### config.mk
export PLATFORM = sky130hd
export DESIGN_NAME = ieee_double_to_nec_float32
export DESIGN_NICKNAME = d
export VERILOG_FILES = /design/src/rtl/i2nf_pkg.sv /design/src/rtl/ieee_double_to_nec_float32.sv
export SDC_FILE = /design/constraint.sdc
export NUM_CORES = 1
export LEC_CHECK = 0
export BUFFER_PORTS_ARGS = -buffer_cell sky130_fd_sc_hd__buf_2
export CORE_MARGIN = 2
export CORE_UTILIZATION = 50
export DETAILED_ROUTE_END_ITERATION = 8
export PLACE_DENSITY_LB_ADDON = 0.15
export SLEW_MARGIN = 20
export SYNTH_ARGS = -nofsm -noshare
export SYNTH_HDL_FRONTEND = slang
export SYNTH_SLANG_ARGS = --single-unit
### constraint.sdc
create_clock -name clock -period 23.3 [get_ports clock]
set_clock_uncertainty 0.05 [all_clocks]
set_input_delay 0 -clock clock [delete_from_list [all_inputs] [get_ports clock]]
set_output_delay 0 -clock clock [all_outputs]
set_load 0.005 [all_outputs]
### src/rtl/i2nf_pkg.sv
// ----------------------------------------------------------------------------
// i2nf_pkg - shared definitions for the double to float32 converter
// status codes, field widths and format constants
// ----------------------------------------------------------------------------
package i2nf_pkg;

   localparam int unsigned IN_W   = 64;
   localparam int unsigned WORD_W = 32;
   localparam int unsigned MANT_W = 24;
   localparam int unsigned EXP_W  = 12;
   localparam int unsigned FRAC_W = 52;
   localparam int unsigned BEXP_W = 11;
   localparam int unsigned WIDE_W = 54;

   typedef enum logic [1:0] {
      STATUS_OK       = 2'd0,
      STATUS_INVALID  = 2'd1,
      STATUS_OVERFLOW = 2'd2
   } status_type;

   localparam logic signed [EXP_W-1:0] EXP_MIN  = -12'sd128;
   localparam logic signed [EXP_W-1:0] EXP_MAX  = 12'sd127;
   localparam logic signed [EXP_W-1:0] EXP_BIAS = 12'sd1022;

   localparam logic [BEXP_W-1:0] BEXP_SPECIAL = 11'h7ff;
   localparam logic [BEXP_W-1:0] BEXP_ZERO    = 11'h000;
   localparam logic [BEXP_W:0]   DENORM_BASE  = 12'd894;
   localparam logic [9:0]        SHIFT_ALL    = 10'd53;

   localparam logic [MANT_W-1:0] MANT_NEG_ONE  = 24'h800000;
   localparam logic [MANT_W-1:0] MANT_NEG_HALF = 24'hc00000;
   localparam logic [WORD_W-1:0] WORD_ZERO_VAL = 32'h80000000;
   localparam logic [7:0]        EXP_FIELD_MIN = 8'h80;
   localparam logic [7:0]        EXP_FIELD_MAX = 8'h7f;

   localparam int unsigned HALF_POS = 29;
   localparam int unsigned KEEP_POS = 30;

endpackage

### src/rtl/ieee_double_to_nec_float32.sv
// ----------------------------------------------------------------------------
// ieee_double_to_nec_float32 - binary64 to 8-bit exponent / 24-bit mantissa
// an accepted start is captured in the input regs, then the result regs drive rsp_strobe
// throughput: one word per cycle; busy is never raised
// a result is shown for one cycle only; the receiver cannot stall it
// reset (synchronous, active high) clears both valid flags, no word pending
// ----------------------------------------------------------------------------
module ieee_double_to_nec_float32 (
   input  logic                                clock,
   input  logic                                reset,
   input  logic                                start,
   output logic                                busy,
   input  logic [i2nf_pkg::IN_W-1:0]           req_ieee_value,
   output logic                                rsp_strobe,
   output logic [i2nf_pkg::WORD_W-1:0]         rsp_target_word,
   output logic [1:0]                          rsp_status
);

   logic                                s1_valid_ff, s1_valid_in;
   logic [i2nf_pkg::IN_W-1:0]           s1_value_ff;
   logic                                out_valid_ff;
   logic [i2nf_pkg::WORD_W-1:0]         word_ff, word_in;
   i2nf_pkg::status_type                status_ff, status_in;

   logic                                sign;
   logic [i2nf_pkg::BEXP_W-1:0]         bexp;
   logic [i2nf_pkg::WIDE_W-1:0]         mag;
   logic [i2nf_pkg::WIDE_W-1:0]         m;
   logic [i2nf_pkg::WIDE_W-1:0]         sum;
   logic signed [i2nf_pkg::EXP_W-1:0]   ex;
   logic [9:0]                          sh;
   logic [i2nf_pkg::MANT_W-1:0]         mant;

   assign busy        = 1'b0;
   assign s1_valid_in = start & ~busy;

   always_comb begin
      sign      = s1_value_ff[63];
      bexp      = s1_value_ff[62:52];
      mag       = {2'b01, s1_value_ff[i2nf_pkg::FRAC_W-1:0]};
      ex        = i2nf_pkg::EXP_W'(signed'({1'b0, bexp}) - i2nf_pkg::EXP_BIAS);
      sh        = '0;
      m         = '0;
      sum       = '0;
      mant      = '0;
      word_in   = '0;
      status_in = i2nf_pkg::STATUS_OK;

      // denormalise down to the smallest exponent
      if (ex < i2nf_pkg::EXP_MIN) begin
         sh = 10'(i2nf_pkg::DENORM_BASE - {1'b0, bexp});
         if (sh >= i2nf_pkg::SHIFT_ALL) begin
            mag = '0;
         end else begin
            mag = mag >> sh[5:0];
         end
         ex = i2nf_pkg::EXP_MIN;
      end

      m = sign ? (~mag + 54'd1) : mag;

      // renormalise when the top two bits agree and the exponent is above the minimum
      if ((m[53] == m[52]) && (ex > i2nf_pkg::EXP_MIN)) begin
         m  = {m[52:0], 1'b0};
         ex = ex - 12'sd1;
      end

      // round half to even at the keep position
      if (m[i2nf_pkg::HALF_POS] &&
          ((|m[i2nf_pkg::HALF_POS-1:0]) || m[i2nf_pkg::KEEP_POS])) begin
         sum = m + (54'd1 << i2nf_pkg::HALF_POS);
         if (!m[53] && sum[53]) begin
            ex  = ex + 12'sd1;
            sum = sum >> 1;
         end
         m = sum;
      end

      mant = m[53:i2nf_pkg::KEEP_POS];

      if (bexp == i2nf_pkg::BEXP_SPECIAL) begin
         word_in   = '0;
         status_in = i2nf_pkg::STATUS_INVALID;
      end else if (bexp == i2nf_pkg::BEXP_ZERO) begin
         word_in   = i2nf_pkg::WORD_ZERO_VAL;
         status_in = i2nf_pkg::STATUS_OK;
      end else if (ex > i2nf_pkg::EXP_MAX) begin
         word_in   = '0;
         status_in = i2nf_pkg::STATUS_OVERFLOW;
      end else begin
         if (mant == '0) begin
            ex = i2nf_pkg::EXP_MIN;
         end
         if ((mant == i2nf_pkg::MANT_NEG_ONE) && (ex < i2nf_pkg::EXP_MAX)) begin
            mant = i2nf_pkg::MANT_NEG_HALF;
            ex   = ex + 12'sd1;
         end
         word_in   = {ex[7:0], mant};
         status_in = i2nf_pkg::STATUS_OK;
      end
   end

   always_ff @(posedge clock) begin
      if (reset) begin
         s1_valid_ff  <= 1'b0;
         out_valid_ff <= 1'b0;
      end else begin
         s1_valid_ff  <= s1_valid_in;
         out_valid_ff <= s1_valid_ff;
      end
   end

   always_ff @(posedge clock) begin
      if (s1_valid_in) begin
         s1_value_ff <= req_ieee_value;
      end
      word_ff   <= word_in;
      status_ff <= status_in;
   end

   assign rsp_strobe      = out_valid_ff;
   assign rsp_target_word = word_ff;
   assign rsp_status      = status_ff;

   a_strobe_follows_start: assert property (@(posedge clock) disable iff (reset)
      rsp_strobe |-> $past(start && !busy, 2))
      else $error("result word without an accepted start");

   a_status_legal: assert property (@(posedge clock) disable iff (reset)
      rsp_strobe |-> ((rsp_status == i2nf_pkg::STATUS_OK) ||
                      (rsp_status == i2nf_pkg::STATUS_INVALID) ||
                      (rsp_status == i2nf_pkg::STATUS_OVERFLOW)))
      else $error("illegal status code");

   a_error_word_zero: assert property (@(posedge clock) disable iff (reset)
      (rsp_strobe && (rsp_status != i2nf_pkg::STATUS_OK)) |-> (rsp_target_word == '0))
      else $error("error status with non-zero word");

   a_zero_mant_min_exp: assert property (@(posedge clock) disable iff (reset)
      (rsp_strobe && (rsp_status == i2nf_pkg::STATUS_OK) && (rsp_target_word[23:0] == '0))
      |-> (rsp_target_word[31:24] == i2nf_pkg::EXP_FIELD_MIN))
      else $error("zero mantissa without minimum exponent");

   a_neg_one_recoded: assert property (@(posedge clock) disable iff (reset)
      (rsp_strobe && (rsp_status == i2nf_pkg::STATUS_OK) &&
       (rsp_target_word[23:0] == i2nf_pkg::MANT_NEG_ONE))
      |-> (rsp_target_word[31:24] == i2nf_pkg::EXP_FIELD_MAX))
      else $error("minus one mantissa not recoded");

endmodule
# After elaboration in Yosys (flattened, before gate mapping)
# Index checks and enable logic that the tools add are counted.
word_totals:
  reg_bits: 100
  input_bits: 67
classes:
  n_addsub: 7
  n_lt_le_gt_ge: 5
  n_eq_ne: 3
  shifts: 1
  n_mux: 20
  n_bitwise: 1
  reduce_logical: 12
op_table:
  columns: ["operator", "count"]
  rows:
  - ["$mux W54", 6]
  - ["$mux W12", 8]
  - ["$mux W32", 2]
  - ["$add A54 B1 Y54 const B", 1]
  - ["$add A54 B30 Y54 const B", 1]
  - ["$not A54 Y54", 1]
  - ["$shr A53 B6 Y54", 1]
  - ["$reduce_or A29 Y1", 1]
  - ["$eq A24 B24 Y1 const B", 1]
  - ["$gt A12 B8 Y1 const B", 2]
  - ["$logic_not A24 Y1", 1]
  - ["$lt A12 B8 Y1 const B", 2]
  - ["$mux W24", 1]
  - ["$add A12 B2 Y12 const B", 1]
  - ["$sub A11 B10 Y12 const B", 1]
  - ["$sub A12 B2 Y12 const B", 1]
  - ["$eq A11 B11 Y1 const B", 1]
  - ["$logic_not A11 Y1", 1]
  - ["$ge A10 B6 Y1 const B", 1]
  - ["$sub A10 B10 Y10 const A", 1]
  - ["$add A8 B2 Y8 const B", 1]
  - ["$mux W8", 1]
  - ["$logic_and A1 B1 Y1", 4]
  - ["$reduce_or A4 Y1", 1]
  - ["7 further kinds", 7]

# Depth between registers and ports, before layout
# Gate-level depths: netlist of run 1.
logic_depth:
  word_depth: 24
  mapped_depth: 55

# Least setup slack after synthesis of run 1
# No wires, ideal clock.
synth_path:
  path_type: "reg2reg"
  start: "reg s1_value_ff[57] in the netlist's numbering"
  end: "reg word_ff, in the netlist rsp_target_word[6]"
  setup_ps: 130
  arrival_ps: 10588
  path_slack_ps: 12532
  stages_incl_launch_ff: 55
  n_path_buf: 13
  synth_period_minus_slack_ps: 10768
  path_cell_list: "edfxtp_1 > clkbuf_1 > inv_1 > nor2_1 > and3_1 > clkbuf_1 > nand3_1 > xor2_1 > nand4bb_1 > ha_1 > clkbuf_1 > inv_1 > clkbuf_1 > clkbuf_1 > clkbuf_1 > buf_1 > clkbuf_1 > nand2_1 > [... 19 more ...] > ha_1 > clkbuf_1 > inv_1 > nor4_4 > a32oi_1 > a211o_1 > a2111oi_2 > and4_1 > buf_6 > a21oi_1 > ha_1 > nand4b_1 > nor4_1 > o211ai_4 > nand4_4 > nand2b_1 > buf_2 > nor3_1"
synth_via:
  elab_chain_len: 22
synth_lines:
  columns: ["item", "line", "source"]
  rows:
  - ["start: declaration", "ieee_double_to_nec_float32.sv:20", "logic [i2nf_pkg::IN_W-1:0] s1_value_ff;"]
  - ["start signal: assignment", "ieee_double_to_nec_float32.sv:115", "s1_value_ff <= req_ieee_value;"]
  - ["$sub A10 B10 Y10", "ieee_double_to_nec_float32.sv:51", "sh = 10'(i2nf_pkg::DENORM_BASE - {1'b0, bexp});"]
  - ["$shr A53 B6 Y54 / $ge A10 B6 Y1 (equally long branches)", "ieee_double_to_nec_float32.sv:55, ieee_double_to_nec_float32.sv:52", null]
  - ["$mux W54", "ieee_double_to_nec_float32.sv:52", "if (sh >= i2nf_pkg::SHIFT_ALL) begin"]
  - ["$mux W54", "ieee_double_to_nec_float32.sv:50", "if (ex < i2nf_pkg::EXP_MIN) begin"]
  - ["$not A54 Y54", "ieee_double_to_nec_float32.sv:60", "m = sign ? (~mag + 54'd1) : mag;"]
  - ["$add A54 B1 Y54", "ieee_double_to_nec_float32.sv:60", null]
  - ["$mux W54", "ieee_double_to_nec_float32.sv:60", null]
  - ["$eq A1 B1 Y1", "ieee_double_to_nec_float32.sv:63", "if ((m[53] == m[52]) && (ex > i2nf_pkg::EXP_MIN)) begin"]
  - ["[... 6 more ...]", null, null]
  - ["$logic_not A24 Y1", "ieee_double_to_nec_float32.sv:91", "if (mant == '0) begin"]
  - ["$mux W12", "ieee_double_to_nec_float32.sv:91", null]
  - ["$mux W12", "ieee_double_to_nec_float32.sv:87", "end else if (ex > i2nf_pkg::EXP_MAX) begin"]
  - ["$mux W12", "ieee_double_to_nec_float32.sv:84", "end else if (bexp == i2nf_pkg::BEXP_ZERO) begin"]
  - ["$mux W12", "ieee_double_to_nec_float32.sv:81", "if (bexp == i2nf_pkg::BEXP_SPECIAL) begin"]
  - ["$lt A12 B8 Y1", "ieee_double_to_nec_float32.sv:94", "if ((mant == i2nf_pkg::MANT_NEG_ONE) && (ex < i2nf_pkg::EXP_MAX)) begin"]
  - ["$logic_and A1 B1 Y1", "ieee_double_to_nec_float32.sv:94", null]
  - ["$reduce_or A4 Y1 (no line)", null, null]
  - ["end signal: assignment", "ieee_double_to_nec_float32.sv:117", "word_ff <= word_in;"]
  - ["end: declaration", "ieee_double_to_nec_float32.sv:22", "logic [i2nf_pkg::WORD_W-1:0] word_ff, word_in;"]
# Several ways; a longest one is shown, not always the timed one. The select of a mux whose other input is x is not followed.
# A chain may end at the register's enable or synchronous reset.

# Final worst setup path of run 1
layout_path:
  start: "reg s1_value_ff[56] in the netlist's numbering"
  end: "reg word_ff, in the netlist rsp_target_word[4]"
# Same word-level chain as after synthesis.

==> flow_metrics.py, run 1 <==
metrics = {
    "placement": {
        "io_buffers": 101,
        "hpwl_um": 38400,
        "routabilityCongestion": 1.03,
        "dp_cells": 1919,
        "pre_cts_ws_ns": 9.91,
    },
    "synth": {
        "ys_seq_elements": 100,
        "synth_cell_type_count": 123,
        "synth.avg_cell_area_sq_um": 8.79,
        "syn_inst": 1572,
        "syn_nets": 1656,
        "ys_seq_area_frac": 0.191,
        "synthArstFlopShare": 0,
        "syn_area_sq_um": 13800,
        "netlist_top_cells_count": "nor2_1 (114), nand2_1 (97), nand3_1 (85)",
        "synthFlopType": "edfxtp_1",
        "synth_area_leader_cell": "edfxtp_1",
        "synth_top_area_frac": 0.139,
        "yosysWarnings": 0,
        "synth_edf_count": 64,
        "synth_area_leaders": "edfxtp_1 (14%), mux4_2 (9.0%), dfxtp_1 (5.2%)",
        "yosysMostFrequentCell": "nor2_1",
    },
    "drt": {
        "ant_nets": 0,
        "drtPass1Iterations": 8,
        "first_iter_violations": 2005,
        "drc": 0,
        "wl_per_cell_um": 25.8,
        "via_per_inst": 7.24,
        "wl_um": 51700,
        "vias": 14500,
    },
    "clocking": {
        "cts_max_path_buffers": 2,
        "tritoncts": "yes",
        "clk_latency_ns": 0.37,
        "cts.sink_count": 100,
        "cts_buffers": 9,
        "path_clk_slew_ns": 0.08,
        "post-cts-setup-buffers": 0,
        "root_buffer": "clkbuf_16",
        "htreeDepth": 3,
    },
    "finish": {
        "drive_above_1_share": 0.201,
        "area_delta_synth_final_pct": 9.49,
        "final_nets": 1739,
        "fill_cells": 2456,
        "instances_no_fill": 2001,
        "antenna_cells": 0,
    },
    "sta": {
        "fmax_mhz": 71.9,
        "hold_viol": 0,
        "slew_violations": 0,
        "layout_setup_ws_ns": 9.39,
        "tns_ns": 0,
        "fin_crit_sh": 0.597,
        "finalSetupViolCount": 0,
        "maxSlewHeadroom": 0.259,
        "whs_ns": 0.286,
        "worst_pin_slew_ns": 1.10,
        "rsz0062_at_grt": "no",
        "fin_crit_ns": 13.91,
    },
    "critical_path": {
        "crit_path_max_fanout": 47,
        "path_class": "reg2reg",
        "r2r.worst_path.cells": 40,
        "crit_arrival_ns": 14.13,
        "reg2reg_to": "rsp_target_word[4]",
        "worst_path_max_delay_cell": "nor3_1",
        "cpPeakStageDelay_ns": 0.88,
        "worstSetupEndpointType": "flip-flop",
        "rr_startpoint": "s1_value_ff[56]",
        "r2r_setup_slack_ns": 9.39,
        "cp.required_ns": 23.52,
        "path_common_cell": "ha_1",
        "cp-start-kind": "flip-flop",
    },
    "floorplan": {
        "dieArea_sq_um": 29000,
        "die_width_um": 170,
        "core_sq_um": 27000,
        "rows": 60,
        "io_pins": 103,
        "initial_core_util": 0.511,
        "die_h_um": 170,
    },
    "worst_hold_path": {
        "hp-class": "in2reg",
        "hp-start": "reset",
        "min_path_cells": 3,
        "hold_end": "rsp_strobe",
    },
    "global_routing": {
        "grt-ovfl-total": 0,
        "grtUsageTotal": 0.355,
        "grt_max_degree": 71,
        "grt_pass1_vias": 13600,
        "antenna_found_initial": 0,
        "grt_pass1_wl_um": 79900,
    },
    "power_and_ir_drop": {
        "irDropWorstVdd_mv": 0.0482,
        "finalPower_uw": 961,
        "p_per_area_nw_per_um2": 63.5,
        "p_leak_nw": 5.46,
    },
    "status": {
        "outcome": "complete, no violations",
    },
    "job": {
        "maxCapViolations": 0,
    },
}
-- registers in the layout (all words and copies together), names as in the netlist --
name,count
rsp_status,2
rsp_strobe,1
rsp_target_word,32
s1_valid_ff,1
s1_value_ff,64
-- placed cells by master (no fill, tap or decap), types with 11 or more instances in the layout --
master,n
a211oi_1,24
a21o_1,14
a21oi_1,84
a221oi_1,13
a22oi_1,16
a31oi_1,19
a41oi_1,14
and2_1,16
and3_1,24
buf_2,102
buf_4,23
dfxtp_1,36
dlygate4sd3_1,65
edfxtp_1,64
ha_1,16
inv_1,36
mux2_2,36
mux2i_1,70
mux4_2,55
nand2_1,97
nand3_1,85
nand4_1,33
nor2_1,114
nor2b_1,20
nor3_1,49
nor4_1,29
o211ai_1,17
o21ai_0,66
o221ai_1,11
o31ai_1,15
or2_2,13
or3_1,21
xnor2_1,39
xor2_1,29
-- layer usage --
| layer | track usage | up-vias | share of wire |
|---|---|---|---|
| met5 | 0 | - | 0 |
| met1 | 0.503 | 6984 | 0.42 |
| met4 | 0.140 | 0 | 0.040 |
| li1 | - | 6413 | - |
| met3 | 0.0779 | 144 | 0.11 |
| met2 | 0.525 | 954 | 0.43 |
-- metrics by stage --
stage	instance area, sq um	utilization
final	15100	0.560
after CTS	15100	0.559
after global routing	15100	0.560
after global placement	14200	0.524
after detailed placement	14200	0.524
after floorplan	13800	-
-- area by class of cell --
| class | count | area (sq um) | share of cell area |
|---|---|---|---|
| Clock buffer | 9 | 225 | 0.0149 |
| Clock inverter | 7 | 60.1 | 0.00397 |
| Inverter | 38 | 145 | 0.00960 |
| Multi-Input combinational cell | 1316 | 10300 | 0.680 |
| Sequential cell | 100 | 2640 | 0.175 |
| Tap cell | 341 | 427 | 0.0282 |
| Timing Repair Buffer | 190 | 1330 | 0.0882 |
-- power by group --
group	internal, mW	leakage (nW)	switching, mW	total (mW)
combinational	0.216	4.39	0.353	0.569
sequential	0.212	0.925	0.0261	0.239
clock	0.0745	0.142	0.0788	0.153
-- cells by family (layout without fill, tap and decap cells) --
family | count (synthesis) | after routing | share of synthesized area
flip-flops | 100 | 100 | 0.191
adder cells (fa/ha/maj) | 17 | 17 | 0.0154
buffers and inverters | 156 | 244 | 0.0659
AND/OR/NAND/NOR | 574 | 574 | 0.230
AO/OA/AOI/OAI | 470 | 470 | 0.253
other | 1 | 1 | 0.000272
multiplexers | 179 | 179 | 0.190
XOR/XNOR | 75 | 75 | 0.0538
-- worst max-delay path by stage --
stage	startpoint	endpoint	slack, ns
floorplan	s1_value_ff[57]	rsp_target_word[6]	12.53
global placement	s1_value_ff[56]	rsp_target_word[4]	10.42
detailed placement	s1_value_ff[56]	rsp_target_word[4]	9.91
CTS	s1_value_ff[56]	rsp_target_word[4]	9.86
global route	s1_value_ff[56]	rsp_target_word[4]	8.44
finish	s1_value_ff[56]	rsp_target_word[4]	9.39
-- critical path: cells and delay by family, from the launching register on --
| family | cells | cell delay [ns] |
|---|---|---|
| DFF | 1 | 0.84 |
| buffers and inverters | 3 | 0.91 |
| AOI/OAI and AO/OA | 10 | 3.29 |
| adders and majority gates | 4 | 1.43 |
| and+or+nand+nor | 22 | 7.01 |
| xor gates and xnor gates | 1 | 0.21 |
-- what timing repair did --
action	CTS	global route
hold endpoints to repair	66	0
hold buffers	65	0
gates resized for setup	0	0
endpoints found under the setup margin	0	0
No activity file was read; power rests on OpenSTA's default activity.
==> run 2: changes to the inputs <==
clock period = 13 ns   (was 23.3 ns; I/O delays follow)
==> flow_metrics.py, run 2 (same netlist as run 1, synthesis figures left out) <==
metrics = {
    "status": {
        "outcome": "complete, no violations",
    },
    "global_routing": {
        "antenna_found_initial": 1,
        "grtUsageTotal": 0.377,
        "grt_pass1_wl_um": 83600,
        "grt-ovfl-total": 0,
        "grt_pass1_vias": 13800,
        "grt_max_degree": 78,
    },
    "clocking": {
        "tritoncts": "yes",
        "cts_buffers": 9,
        "path_clk_slew_ns": 0.09,
        "clk_latency_ns": 0.37,
        "htreeDepth": 3,
        "root_buffer": "clkbuf_16",
        "cts.sink_count": 100,
        "cts_max_path_buffers": 2,
    },
    "critical_path": {
        "cp-start-kind": "flip-flop",
        "worst_path_max_delay_cell": "edfxtp_1",
        "cp.required_ns": 13.22,
        "rr_startpoint": "s1_value_ff[57]",
        "startpoint": "s1_value_ff[57]",
        "r2r_setup_slack_ns": 1.08,
        "path_class": "reg2reg",
        "crit_arrival_ns": 12.14,
        "crit_path_max_fanout": 22,
        "cpPeakStageDelay_ns": 0.68,
        "worstSetupEndpointType": "flip-flop",
    },
    "sta": {
        "rsz0062_at_grt": "no",
        "slew_violations": 0,
        "fin_crit_sh": 0.917,
        "worst_pin_slew_ns": 1.11,
        "finalSetupViolCount": 0,
        "hold_viol": 0,
        "maxSlewHeadroom": 0.259,
        "tns_ns": 0,
        "fmax_mhz": 83.9,
        "fin_crit_ns": 11.92,
    },
    "floorplan": {
        "die_h_um": 170,
        "initial_core_util": 0.511,
        "die_width_um": 170,
        "core_sq_um": 27000,
        "dieArea_sq_um": 29000,
        "rows": 60,
        "io_pins": 103,
    },
    "finish": {
        "largest_register_ffs": 64,
        "final_nets": 1763,
        "antenna_cells": 0,
        "postLayoutCoreUtil": 0.567,
        "regMostFlops": "s1_value_ff",
        "final_common_cell": "nor2_1",
        "area_delta_synth_final_pct": 11.0,
        "drive_above_1_share": 0.214,
        "final_cell_mix": "nor2_1 (114), buf_2 (101), nand2_1 (97)",
    },
    "placement": {
        "routabilityCongestion": 1.08,
        "hpwl_um": 41600,
        "io_buffers": 101,
    },
    "worst_hold_path": {
        "hp-start": "reset",
        "hp-class": "in2reg",
    },
    "drt": {
        "via_per_inst": 7.24,
        "drc": 0,
        "top_layer": "met5",
        "wl_um": 54300,
        "wl_per_cell_um": 26.8,
        "wl_met2_um": 22600,
        "vias": 14700,
        "drt-met1-wl_um": 22700,
        "wl_met3_um": 6580,
        "drtPass1Iterations": 6,
        "first_iter_violations": 2177,
        "ant_nets": 0,
    },
    "job": {
        "maxCapViolations": 0,
    },
    "power_and_ir_drop": {
        "p_per_area_nw_per_um2": 115,
        "irDropWorstVdd_mv": 0.0839,
        "p_leak_nw": 5.59,
    },
}
[run 2: repair_timing]
action	4_1_cts	5_1_grt
setup buffers	0	1
setup endpoints to repair	0	24
hold endpoints to repair	66	0
hold buffers	65	0
resized for setup	0	1
[run 2: final cells by class]
cell class              instances  area [sq um]
fillers                      2488         11700
multi-input cells            1316         10300
flip-flops and latches        100          2640
repair buffers                214          1520
well taps                     341           427
clock buffers                  10           250
inverters                      38           145
clock inverters                 6          61.3
[run 2: worst max-delay path: cells and delay by family (launching register included)]
family / cells / cell delay (ns)
simple gates: 19 / 5.23
fa+ha+maj: 4 / 1.23
buf+inv: 3 / 0.45
flops: 1 / 0.68
compound gates: 12 / 3.86
xor+xnor: 1 / 0.30
[run 2: routing by layer]
| metal | vias to the layer above | track usage |
|---|---|---|
| met5 | - | 0 |
| met3 | 171 | 0.102 |
| li1 | 6467 | - |
| met2 | 968 | 0.549 |
| met1 | 7057 | 0.530 |
| met4 | 2 | 0.145 |
[run 2: through the flow]
stage	hold WS (ns)	cell area, sq um	cells	worst slack (ns)	power, mW
finish	0.278	15300	2025	1.08	1.76
global route	0.293	15300	2025	0.0960	1.85
CTS	0.283	15300	2024	0.903	1.72
detailed placement	0.126	14400	1943	0.917	1.42
global placement	0.124	14400	1943	1.33	1.42
floorplan	0.0216	13800	1572	2.23	1.14
[run 2: worst paths after layout]
path,depth (start not counted),end
max,39,rsp_target_word[4]
min,3,s1_valid_ff
max reg2reg,39,rsp_target_word[4]
min reg2reg,1,rsp_strobe
[run 2: power by group]
part	switching (mW)	internal, mW	total (mW)
Sequential	0.0477	0.381	0.429
Clock	0.143	0.147	0.290
Combinational	0.646	0.398	1.04
==> run 3: changes to the inputs <==
BUFFER_PORTS_ARGS = unset   (was -buffer_cell sky130_fd_sc_hd__buf_2)
CAP_MARGIN = 20   (was unset)
CORE_ASPECT_RATIO = 0.9   (was unset)
DONT_BUFFER_PORTS = 1   (was unset)
==> flow_metrics.py, run 3 (same netlist as run 1, synthesis figures left out) <==
metrics = {
    "global_routing": {
        "grt_max_degree": 72,
        "grt-ovfl-total": 0,
        "antenna_found_initial": 1,
        "grt_pass1_wl_um": 80800,
        "grt_pass1_vias": 13300,
        "grtUsageTotal": 0.366,
    },
    "drt": {
        "drtPass1Iterations": 6,
        "wl_per_cell_um": 27.2,
        "wl_um": 52700,
        "ant_nets": 0,
        "vias": 14300,
        "first_iter_violations": 2026,
        "via_per_inst": 7.36,
        "drc": 0,
    },
    "sta": {
        "fin_crit_sh": 0.923,
        "whs_ns": 0.196,
        "rsz0062_at_grt": "no",
        "worst_pin_slew_ns": 1.05,
        "fin_crit_ns": 12.00,
        "maxSlewHeadroom": 0.296,
        "hold_viol": 0,
        "slew_violations": 0,
        "tns_ns": 0,
        "finalSetupViolCount": 0,
        "fmax_mhz": 83.3,
    },
    "clocking": {
        "path_clk_slew_ns": 0.08,
        "clk_latency_ns": 0.38,
        "htreeDepth": 3,
        "cts_buffers": 9,
        "cts_max_path_buffers": 2,
        "tritoncts": "yes",
        "root_buffer": "clkbuf_16",
        "cts.sink_count": 100,
    },
    "finish": {
        "instances_no_fill": 1939,
        "drive_above_1_share": 0.165,
        "fill_cells": 2506,
        "largest_register_ffs": 64,
        "area_delta_synth_final_pct": 7.68,
        "postLayoutCoreUtil": 0.549,
        "final_cell_mix": "nor2_1 (114), nand2_1 (96), nand3_1 (85)",
        "regMostFlops": "s1_value_ff",
        "final_nets": 1663,
        "final_common_cell": "nor2_1",
    },
    "critical_path": {
        "worst_path_max_delay_cell": "edfxtp_1",
        "worstSetupEndpointType": "flip-flop",
        "crit_arrival_ns": 12.25,
        "cp.required_ns": 13.25,
        "crit_path_max_fanout": 20,
        "path_common_cell": "nand3_1",
        "cp-start-kind": "flip-flop",
        "path_class": "reg2reg",
        "cpPeakStageDelay_ns": 0.66,
        "path_delay_family": "simple AND/OR/NAND/NOR gates",
        "path_buf_inv": 6,
    },
    "floorplan": {
        "io_pins": 103,
        "die_h_um": 162,
        "initial_core_util": 0.510,
        "dieArea_sq_um": 29000,
        "core_sq_um": 27100,
        "die_width_um": 179,
        "rows": 57,
    },
    "placement": {
        "dp_cells": 1851,
        "hpwl_um": 40100,
        "routabilityCongestion": 1.03,
        "io_buffers": 0,
    },
    "power_and_ir_drop": {
        "irDropWorstVdd_mv": 0.105,
        "p_per_area_nw_per_um2": 116,
        "p_leak_nw": 5.16,
        "finalPower_mw": 1.72,
    },
    "worst_hold_path": {
        "hp-class": "in2reg",
    },
    "job": {
        "maxCapViolations": 0,
    },
    "status": {
        "outcome": "complete, no violations",
    },
}
[run 3: through the flow]
stage               instance area [sq um]  worst slack [ns]
global route                        14900            0.0919
global placement                    13800             0.740
floorplan                           13800              2.23
finish                              14900             0.998
CTS                                 14800             0.317
detailed placement                  13800             0.392
[run 3: power by group]
group / switching, mW / total (mW) / internal (mW) / leakage, nW
sequential: 0.0519 / 0.433 / 0.381 / 0.925
combinational: 0.632 / 1.01 / 0.378 / 4.09
clock: 0.145 / 0.280 / 0.136 / 0.142
total: 0.829 / 1.72 / 0.895 / 5.16
[run 3: worst register-to-register path, delay by kind of cell (launching register included)]
| kind | cells | cell delay [ns] |
|---|---|---|
| AO/OA/AOI/OAI | 13 | 3.79 |
| adder cells (fa/ha/maj) | 4 | 1.17 |
| flip-flops | 1 | 0.66 |
| buffers and inverters | 6 | 1.22 |
| XOR/XNOR | 1 | 0.29 |
| AND/OR/NAND/NOR | 18 | 4.76 |
[run 3: routing by layer]
layer | GRT usage | part of all wire
met1 | 0.540 | 0.42
met2 | 0.523 | 0.42
met3 | 0.0983 | 0.13
met4 | 0.101 | 0.030
met5 | 0 | 0
[run 3: final cells by class]
class                   instances  area [sq um]  area share
diodes                          1          2.50    0.000168
clock buffers                   9           225      0.0151
clock inverters                 7          72.6     0.00488
inverters                      38           145     0.00976
multi-input cells            1316         10300       0.692
flip-flops and latches        100          2640       0.178
well taps                     354           443      0.0298
repair buffers                114          1040      0.0702
[run 3: repair_timing]
item,4_1_cts,5_1_grt
endpoints found under the setup margin,0,28
resized for setup,0,7
hold buffers,68,0
hold endpoints to repair,130,0
buffers inserted,0,3
[run 3: final timing paths]
check             slack (ns)  cells past startpoint               start                   to
setup / recovery         1.0                     42     s1_value_ff[57]  rsp_target_word[29]
hold reg to reg         0.40                      1         s1_valid_ff           rsp_strobe
hold / removal          0.20                      1  req_ieee_value[63]      s1_value_ff[63]
setup reg to reg         1.0                     42     s1_value_ff[57]  rsp_target_word[29]
